File: config.mk
export PLATFORM = sky130hd
export DESIGN_NAME = boolean_query_stack_evaluator
export DESIGN_NICKNAME = d
export VERILOG_FILES = /design/src/hw/rtl/bqse_pkg.sv /design/src/hw/rtl/bqse_ctrl.sv /design/src/hw/rtl/bqse_dp.sv /design/src/hw/rtl/boolean_query_stack_evaluator.sv
export SDC_FILE = /design/constraint.sdc
export NUM_CORES = 1
export LEC_CHECK = 0
export BUFFER_PORTS_ARGS = -buffer_cell sky130_fd_sc_hd__buf_2
export CORE_UTILIZATION = 60
export CTS_CLUSTER_SIZE = 8
export DETAILED_ROUTE_END_ITERATION = 7
export PLACE_DENSITY_LB_ADDON = 0.3
export SYNTH_ARGS = -nofsm -noshare
export SYNTH_HDL_FRONTEND = slang
export SYNTH_SLANG_ARGS = --single-unit
File: constraint.sdc
create_clock -name clk -period 5.87 [get_ports clk]
set_input_delay 0.587 -clock clk [delete_from_list [all_inputs] [get_ports clk]]
set_output_delay 0.587 -clock clk [all_outputs]
set_load 0.05 [all_outputs]
File: src/hw/rtl/bqse_pkg.sv
// Package for the boolean query stack evaluator.
// Holds sizes, opcode and status codes, FSM state type and the
// controller/datapath command and status structs. No dependencies.
package bqse_pkg;

  localparam int MAX_INSTRUCTIONS = 24;
  localparam int NUM_PATTERNS     = 16;

  localparam int MATCH_W = 16;
  localparam int PROG_W  = 64;
  localparam int LEN_W   = 5;
  localparam int ADDR_W  = 2;
  localparam int STAT_W  = 2;
  localparam int INSTR_W = 8;

  // Stack holds the initial true entry plus one entry per instruction.
  localparam int STK_W = MAX_INSTRUCTIONS + 1;
  localparam int DEP_W = $clog2(STK_W + 1);
  localparam int PC_W  = $clog2(MAX_INSTRUCTIONS + 1);
  localparam int PAT_W = 4;

  // Configuration register indexes.
  localparam logic [ADDR_W-1:0] REG_PROG0 = 2'd0;
  localparam logic [ADDR_W-1:0] REG_PROG1 = 2'd1;
  localparam logic [ADDR_W-1:0] REG_PROG2 = 2'd2;
  localparam logic [ADDR_W-1:0] REG_LEN   = 2'd3;

  // Opcodes, low nibble of an instruction.
  localparam logic [3:0] OP_PUSH = 4'd0;
  localparam logic [3:0] OP_NOT  = 4'd1;
  localparam logic [3:0] OP_POP  = 4'd2;
  localparam logic [3:0] OP_AND  = 4'd3;
  localparam logic [3:0] OP_OR   = 4'd4;
  localparam logic [3:0] OP_XOR  = 4'd5;
  localparam logic [3:0] OP_EQV  = 4'd6;
  localparam logic [3:0] OP_NEQ  = 4'd7;
  localparam logic [3:0] OP_SEL  = 4'd8;

  // Result status codes.
  localparam logic [STAT_W-1:0] STAT_OK        = 2'd0;
  localparam logic [STAT_W-1:0] STAT_UNDERFLOW = 2'd1;
  localparam logic [STAT_W-1:0] STAT_BADOP     = 2'd2;

  typedef enum logic [1:0] {
    ST_IDLE,
    ST_EXEC,
    ST_FINISH
  } state_t;

  typedef struct packed {
    logic start;   // load request, reset the stack
    logic step;    // execute the instruction at the program counter
    logic finish;  // reduce the stack into the output register
  } cmd_t;

  typedef struct packed {
    logic done;      // program ended or stopped on an error
    logic out_free;  // output register can take a result this cycle
  } sts_t;

endpackage

File: src/hw/rtl/bqse_ctrl.sv
// Controller state machine of the boolean query stack evaluator.
// Depends on bqse_pkg; drives commands to bqse_dp from its status.
module bqse_ctrl
  import bqse_pkg::*;
(
  input  logic   clk,
  input  logic   rst_n,
  input  logic   in_valid,
  input  sts_t   sts,
  output cmd_t   cmd,
  output logic   busy
);

  state_t state_r;
  state_t state_nxt;

  always_ff @(posedge clk) begin
    if (!rst_n) begin
      state_r <= ST_IDLE;
    end else begin
      state_r <= state_nxt;
    end
  end

  always_comb begin
    state_nxt = state_r;
    case (state_r)
      ST_IDLE: begin
        if (in_valid) begin
          state_nxt = ST_EXEC;
        end
      end
      ST_EXEC: begin
        if (sts.done) begin
          state_nxt = ST_FINISH;
        end
      end
      ST_FINISH: begin
        if (sts.out_free) begin
          state_nxt = ST_IDLE;
        end
      end
      default: state_nxt = ST_IDLE;
    endcase
  end

  always_comb begin
    cmd  = '0;
    busy = 1'b1;
    case (state_r)
      ST_IDLE: begin
        busy      = 1'b0;
        cmd.start = in_valid;
      end
      ST_EXEC: begin
        cmd.step = !sts.done;
      end
      ST_FINISH: begin
        cmd.finish = sts.out_free;
      end
      default: begin
        busy = 1'b1;
      end
    endcase
  end

endmodule

File: src/hw/rtl/bqse_dp.sv
// Datapath of the boolean query stack evaluator: program registers,
// one-bit stack, program counter and output register. Depends on bqse_pkg.
module bqse_dp
  import bqse_pkg::*;
(
  input  logic                clk,
  input  logic                rst_n,
  input  cmd_t                cmd,
  output sts_t                sts,
  input  logic                cfg_we,
  input  logic [ADDR_W-1:0]   cfg_addr,
  input  logic [PROG_W-1:0]   cfg_data,
  input  logic [MATCH_W-1:0]  in_match_bits,
  output logic                out_valid,
  input  logic                out_stall,
  output logic                out_matched,
  output logic [STAT_W-1:0]   out_status
);

  logic [PROG_W-1:0]  prog0_r, prog1_r, prog2_r;
  logic [LEN_W-1:0]   len_r;
  logic [MATCH_W-1:0] mb_r;
  logic [PC_W-1:0]    pc_r, pc_nxt;
  logic [DEP_W-1:0]   depth_r, depth_nxt;
  logic [STK_W-1:0]   stk_r, stk_nxt;
  logic [STAT_W-1:0]  stat_r, stat_nxt;
  logic               out_valid_r;
  logic               out_matched_r;
  logic [STAT_W-1:0]  out_status_r;

  logic [3*PROG_W-1:0] prog;
  logic [INSTR_W-1:0]  instr;
  logic [3:0]          op;
  logic [PAT_W-1:0]    pat;
  logic [LEN_W-1:0]    len_eff;
  logic [1:0]          need;
  logic [STK_W-1:0]    sh1, sh2, sh3, mask;
  logic                a, b, c, r, wr;
  logic [DEP_W-1:0]    wp;
  logic                matched_fin;
  logic [STAT_W-1:0]   status_fin;

  // Configuration registers.
  always_ff @(posedge clk) begin
    if (!rst_n) begin
      prog0_r <= '0;
      prog1_r <= '0;
      prog2_r <= '0;
      len_r   <= '0;
    end else if (cfg_we) begin
      case (cfg_addr)
        REG_PROG0: prog0_r <= cfg_data;
        REG_PROG1: prog1_r <= cfg_data;
        REG_PROG2: prog2_r <= cfg_data;
        REG_LEN:   len_r   <= cfg_data[LEN_W-1:0];
        default:   len_r   <= len_r;
      endcase
    end
  end

  assign len_eff = (len_r > LEN_W'(MAX_INSTRUCTIONS)) ? LEN_W'(MAX_INSTRUCTIONS) : len_r;
  assign prog    = {prog2_r, prog1_r, prog0_r};
  assign instr   = prog[{pc_r, 3'b000} +: INSTR_W];
  assign op      = instr[3:0];
  assign pat     = instr[7:4];

  assign sts.done     = (pc_r >= PC_W'(len_eff)) || (stat_r != STAT_OK);
  assign sts.out_free = !out_valid_r || !out_stall;

  // Top three stack entries; only read when the depth check passes.
  assign sh1 = stk_r >> (depth_r - DEP_W'(1));
  assign sh2 = stk_r >> (depth_r - DEP_W'(2));
  assign sh3 = stk_r >> (depth_r - DEP_W'(3));
  assign c   = sh1[0];
  assign b   = sh2[0];
  assign a   = sh3[0];

  always_comb begin
    case (op)
      OP_PUSH:        need = 2'd0;
      OP_NOT, OP_POP: need = 2'd1;
      OP_SEL:         need = 2'd3;
      default:        need = 2'd2;
    endcase
  end

  always_comb begin
    pc_nxt    = pc_r;
    depth_nxt = depth_r;
    stk_nxt   = stk_r;
    stat_nxt  = stat_r;
    r         = 1'b0;
    wr        = 1'b0;
    wp        = depth_r;
    if (cmd.start) begin
      pc_nxt    = '0;
      depth_nxt = DEP_W'(1);
      stk_nxt   = STK_W'(1);
      stat_nxt  = STAT_OK;
    end else if (cmd.step) begin
      pc_nxt = pc_r + PC_W'(1);
      if (op > OP_SEL) begin
        stat_nxt = STAT_BADOP;
      end else if (depth_r < DEP_W'(need)) begin
        stat_nxt = STAT_UNDERFLOW;
      end else begin
        wr = 1'b1;
        case (op)
          OP_PUSH: begin
            r         = ({1'b0, pat} < (PAT_W+1)'(NUM_PATTERNS)) ? mb_r[pat] : 1'b0;
            wp        = depth_r;
            depth_nxt = depth_r + DEP_W'(1);
          end
          OP_POP: begin
            wr        = 1'b0;
            depth_nxt = depth_r - DEP_W'(1);
          end
          OP_NOT: begin
            r  = !c;
            wp = depth_r - DEP_W'(1);
          end
          OP_SEL: begin
            r         = a ? b : c;
            wp        = depth_r - DEP_W'(3);
            depth_nxt = depth_r - DEP_W'(2);
          end
          default: begin
            case (op)
              OP_AND:  r = b & c;
              OP_OR:   r = b | c;
              OP_XOR:  r = b ^ c;
              OP_EQV:  r = (b == c);
              default: r = (b != c);
            endcase
            wp        = depth_r - DEP_W'(2);
            depth_nxt = depth_r - DEP_W'(1);
          end
        endcase
        if (wr) begin
          stk_nxt = (stk_r & ~(STK_W'(1) << wp)) | (STK_W'(r) << wp);
        end
      end
    end
  end

  // Final reduction: AND of every live entry.
  assign mask = (STK_W'(1) << depth_r) - STK_W'(1);

  always_comb begin
    matched_fin = 1'b0;
    status_fin  = stat_r;
    if (stat_r == STAT_OK) begin
      if (depth_r == '0) begin
        status_fin = STAT_UNDERFLOW;
      end else begin
        matched_fin = ((stk_r & mask) == mask);
      end
    end
  end

  always_ff @(posedge clk) begin
    pc_r    <= pc_nxt;
    depth_r <= depth_nxt;
    stk_r   <= stk_nxt;
    if (!rst_n) begin
      stat_r <= STAT_OK;
    end else begin
      stat_r <= stat_nxt;
    end
    if (cmd.start) begin
      mb_r <= in_match_bits;
    end
  end

  always_ff @(posedge clk) begin
    if (!rst_n) begin
      out_valid_r <= 1'b0;
    end else if (cmd.finish) begin
      out_valid_r <= 1'b1;
    end else if (!out_stall) begin
      out_valid_r <= 1'b0;
    end
    if (cmd.finish) begin
      out_matched_r <= matched_fin;
      out_status_r  <= status_fin;
    end
  end

  assign out_valid   = out_valid_r;
  assign out_matched = out_matched_r;
  assign out_status  = out_status_r;

endmodule

File: src/hw/rtl/boolean_query_stack_evaluator.sv
// Top level of the boolean query stack evaluator.
// Depends on bqse_pkg, bqse_ctrl and bqse_dp.
//
//   Channel   Ports                                   Direction  Flow control
//   input     in_valid, in_stall, in_match_bits       in         valid/stall
//   result    out_valid, out_stall, out_matched,      out        valid/stall
//             out_status
//   config    cfg_we, cfg_addr, cfg_data              in         write only
//
// A request is loaded, then the instructions execute one at a time (up to 24,
// fewer if an error stops the program), then the state machine sees the end
// of the program and the stack is reduced into the output register. The
// single shared stack makes the instructions run in order, since each
// instruction depends on the stack the last one left.
// Reset (rst_n low, synchronous) clears the program registers, the state
// machine and the output valid. A stall on the result channel only holds the
// finishing step; a new request is taken while a result still waits.
module boolean_query_stack_evaluator
  import bqse_pkg::*;
(
  input  logic                clk,
  input  logic                rst_n,
  input  logic                cfg_we,
  input  logic [ADDR_W-1:0]   cfg_addr,
  input  logic [PROG_W-1:0]   cfg_data,
  input  logic                in_valid,
  output logic                in_stall,
  input  logic [MATCH_W-1:0]  in_match_bits,
  output logic                out_valid,
  input  logic                out_stall,
  output logic                out_matched,
  output logic [STAT_W-1:0]   out_status
);

  cmd_t cmd;
  sts_t sts;
  logic busy;

  // The controller sequences load, execute and finish; the datapath owns
  // every register that holds program, stack or result bits.
  bqse_ctrl u_ctrl (
    .clk      (clk),
    .rst_n    (rst_n),
    .in_valid (in_valid),
    .sts      (sts),
    .cmd      (cmd),
    .busy     (busy)
  );

  bqse_dp u_dp (
    .clk           (clk),
    .rst_n         (rst_n),
    .cmd           (cmd),
    .sts           (sts),
    .cfg_we        (cfg_we),
    .cfg_addr      (cfg_addr),
    .cfg_data      (cfg_data),
    .in_match_bits (in_match_bits),
    .out_valid     (out_valid),
    .out_stall     (out_stall),
    .out_matched   (out_matched),
    .out_status    (out_status)
  );

  // The input side is stalled whenever a request is in flight.
  assign in_stall = busy;

  // An accepted request keeps the input stalled in the next cycle.
  a_busy_after_accept: assert property (@(posedge clk) disable iff (!rst_n)
    (in_valid && !in_stall) |=> in_stall)
    else $error("input not stalled after request accepted");

  // A result is loaded only while the output register is free.
  a_finish_free: assert property (@(posedge clk) disable iff (!rst_n)
    cmd.finish |-> (!out_valid || !out_stall))
    else $error("result overwrote a waiting result");

  // Error results never report true, and status stays a defined code.
  a_err_false: assert property (@(posedge clk) disable iff (!rst_n)
    (out_valid && out_status != STAT_OK) |-> (!out_matched &&
      (out_status == STAT_UNDERFLOW || out_status == STAT_BADOP)))
    else $error("error result with bad fields");

endmodule

==> impl_results.md <==
* CP Max Fanout at 21
* Top cells by area, synth: dfxtp_1, nand2_1, a21boi_0
* Finish-stage setup viols at 0
* Grt ovf at 0
* GRT Overall Usage at 33.1%
* CP Data Required Time at 6.23 ns
* Synth area leader: dfxtp_1
* Starting density of the core at 61.9%
* Fillers at 1,778
* Cell Pwr Density at 306 nW/µm²
* Synthesized area at 13,600 µm²
* Sequential share of the synthesized area at 39.0%
* Design area at 15,200 µm²
* Post-synth EDFFs at 19
* DRC at 3
* Layout cells sized above 1 at 14.6%
* Leakage at 5.41 nW
* Layout Cells excl Fill at 1,888
* Hold_ws at 0.244 ns
* CTS Buf Count at 38
* Worst Hold Path Cells at 1
* Port Buf Inserts at 91
* # resized after CTS at 0
* Final hold vios at 0
* Final worst slack at 0.787 ns
* Slew @ Worst Pin at 0.981 ns
* Period utilization at 86.6%
* Ys async rst share at 0%
* Die Ht at 153 µm
* Antenna fix cells at 0
* WL per Instance at 20.5 µm
* Tmin final at 5.08 ns
* Sink Count at 256
* Post-Syn Nets at 1,673
* CTS tree: done
* Failing checks: design-rule violations
* Hold_buf cts at 0
* CP Launch Type: flip-flop
* Clock slew at reported path FFs at 0.05 ns
* First-pass GRT wire length at 61,300 µm
* R2r setup slk at 0.79 ns
* Core Util, Final at 68.8%
* Max H-tree Level at 2
* Fin Clk Skew at 0.0140 ns
* Hold WC Path Type: input pin to flip-flop
* Die area at 23,300 µm²
* HP Start: in_match_bits[6]
* CP Capture Type: flip-flop
* Max IR drop VDD at 0.287 mV
* Synth top area share at 34.8%
* Critical path buffers and inverters at 1
* Vias per cell at 6.32
* DRT iter0 DRCs at 1,280
* Crit path max-delay cell type: dfxtp_2
* Die Width at 153 µm
* Via count at 11,900
* Area after DPL at 14,100 µm²
* Core outline area at 22,000 µm²
* Number of setup buffers added after CTS at 0
* Path depth of the worst reg2reg path at 14
* Top-count cell post-synth: nand2_1
* Root Driver: clkbuf_16
* Top delay family on crit path: simple AND/OR/NAND/NOR gates
* Cell Chain, Critical Path: buf_4 > nor2b_1 > a21oi_1 > a311o_1 > nand2b_1 > a21oi_1 > ha_1 > nand2b_1 > o21ai_0 > o21ai_0 > o2111ai_1 > nor4_1 > nand2_1 > mux2i_1
* Ports at 92
* Fin. max-slew vios at 0
* Syn avg cell area at 8.70 µm²
* Cell variety after synth at 73
* Post-synthesis register bit count at 256
* Ys Warns at 0
* Post-placement cell count at 1,838
* Gp weighted congestion at 0.963
* WP data arrival at 5.44 ns
* Power Total at 4.64 mW
* Pre-CTS setup slack at 0.980 ns
* Crit Path Category: flip-flop to flip-flop
* RR Endpoint: u_dp.stk_r[21]
* HPWL after detailed placement at 26,000 µm
* Max Freq at 0.197 GHz
* DRT Pass-1 Iters at 8
* Worst Hold Path EP: u_dp.mb_r[6]
* Worst-Skew Late Latency at 0.52 ns
* Vias in the first global route at 11,100
* Area delta synth->final at 11.2%
* WL final at 38,700 µm
* Initial antenna violation count at 0
* Worst flop-to-flop path startpoint: u_dp.pc_r[0]
* Post-synth top cells: nand2_1, dfxtp_1, a21boi_0
* Synth Flop Type: dfxtp_1
* Max-Cap Viols at 0
* Final net count at 1,705
* CTS max path bufs at 3
* Cells after synthesis at 1,566
* RSZ-0062 raised after global routing: no
* Status: finished with violations
* Post-route setup TNS at 0 ns
* Largest net degree at the start of global routing at 116
* Worst slew margin at 34.2%
* CP max stage delay at 0.77 ns
* Final antenna-violating net count at 0
* Cell Rows at 54
## layout make-up
| type | count | area, µm² | area share, % |
|---|---|---|---|
| Clock buffer | 46 | 1000 | 6.61 |
| Clock inverter | 4 | 63.8 | 0.421 |
| Inverter | 14 | 52.6 | 0.347 |
| Multi-Input combinational cell | 1178 | 7760 | 51.2 |
| Sequential cell | 256 | 5320 | 35.1 |
| Tap cell | 280 | 350 | 2.31 |
| Timing Repair Buffer | 110 | 601 | 3.96 |
## sequential cells by signal (all words and copies together) (netlist names)
signal	flops
u_dp.prog0_r	64
u_dp.prog1_r	64
u_dp.prog2_r	64
u_dp.stk_r	25
u_dp.mb_r	16
u_dp.depth_r	5
u_dp.len_r	5
u_dp.pc_r	5
u_ctrl.state_r	2
u_dp.out_status	2
u_dp.stat_r	2
u_dp.out_matched	1
u_dp.out_valid	1
## logic make-up (layout without fill, tap and decap cells)
group	after synthesis	after routing	synth area share [%]
compound gates	355	355	18.6
mux	142	142	15.1
simple gates	639	639	19.9
flops	256	256	39.0
buf+inv	132	174	4.20
xor+xnor	22	22	1.41
fa+ha+maj	20	20	1.84
## worst max path at each step
stage	startpoint	end	slack [ns]	cells after the start
after floorplan	u_dp.depth_r[0]	u_dp.stk_r[24]	1.41	16
after global placement	u_dp.pc_r[0]	u_dp.stk_r[22]	1.16	14
after detailed placement	u_dp.pc_r[0]	u_dp.stk_r[22]	0.98	14
after CTS	u_dp.pc_r[0]	u_dp.stk_r[21]	0.95	14
after global routing	u_dp.pc_r[0]	u_dp.stk_r[21]	0.50	14
final	u_dp.pc_r[0]	u_dp.stk_r[21]	0.79	14
## power breakdown
| group | leakage, nW | total, mW | switching [mW] | internal (mW) |
|---|---|---|---|---|
| Combinational | 2.79 | 0.774 | 0.488 | 0.286 |
| Clock | 0.521 | 2.00 | 0.764 | 1.23 |
| Sequential | 2.11 | 1.87 | 0.0450 | 1.83 |
## placed cells by master (no fill, tap or decap), types with 4 or more instances in the layout
cell type,n
or2_2,5
nor2b_1,15
a31oi_1,5
buf_2,90
xor2_1,11
nand2b_1,12
nor2_1,41
a22oi_1,16
ha_1,20
nand2_1,479
nor4_1,10
inv_1,12
dfxtp_1,235
buf_4,20
nand3_1,21
clkbuf_1,7
clkbuf_16,39
and3_1,11
edfxtp_1,19
o21ai_0,33
mux4_2,51
mux2i_1,89
o211ai_1,7
and2_1,4
a21oi_1,45
nor3_1,18
xnor2_1,11
a21boi_0,194
## per-layer routing
metal  global-route usage, %  up-vias  wire [µm]
met3                    6.71       85       3850
li1                        -     5506          -
met4                    11.3        0       1090
met1                    47.8     5699      16900
met2                    49.2      647      16900
met5                       0        -          0
Note: power is estimated with default switching activity, not from simulation.
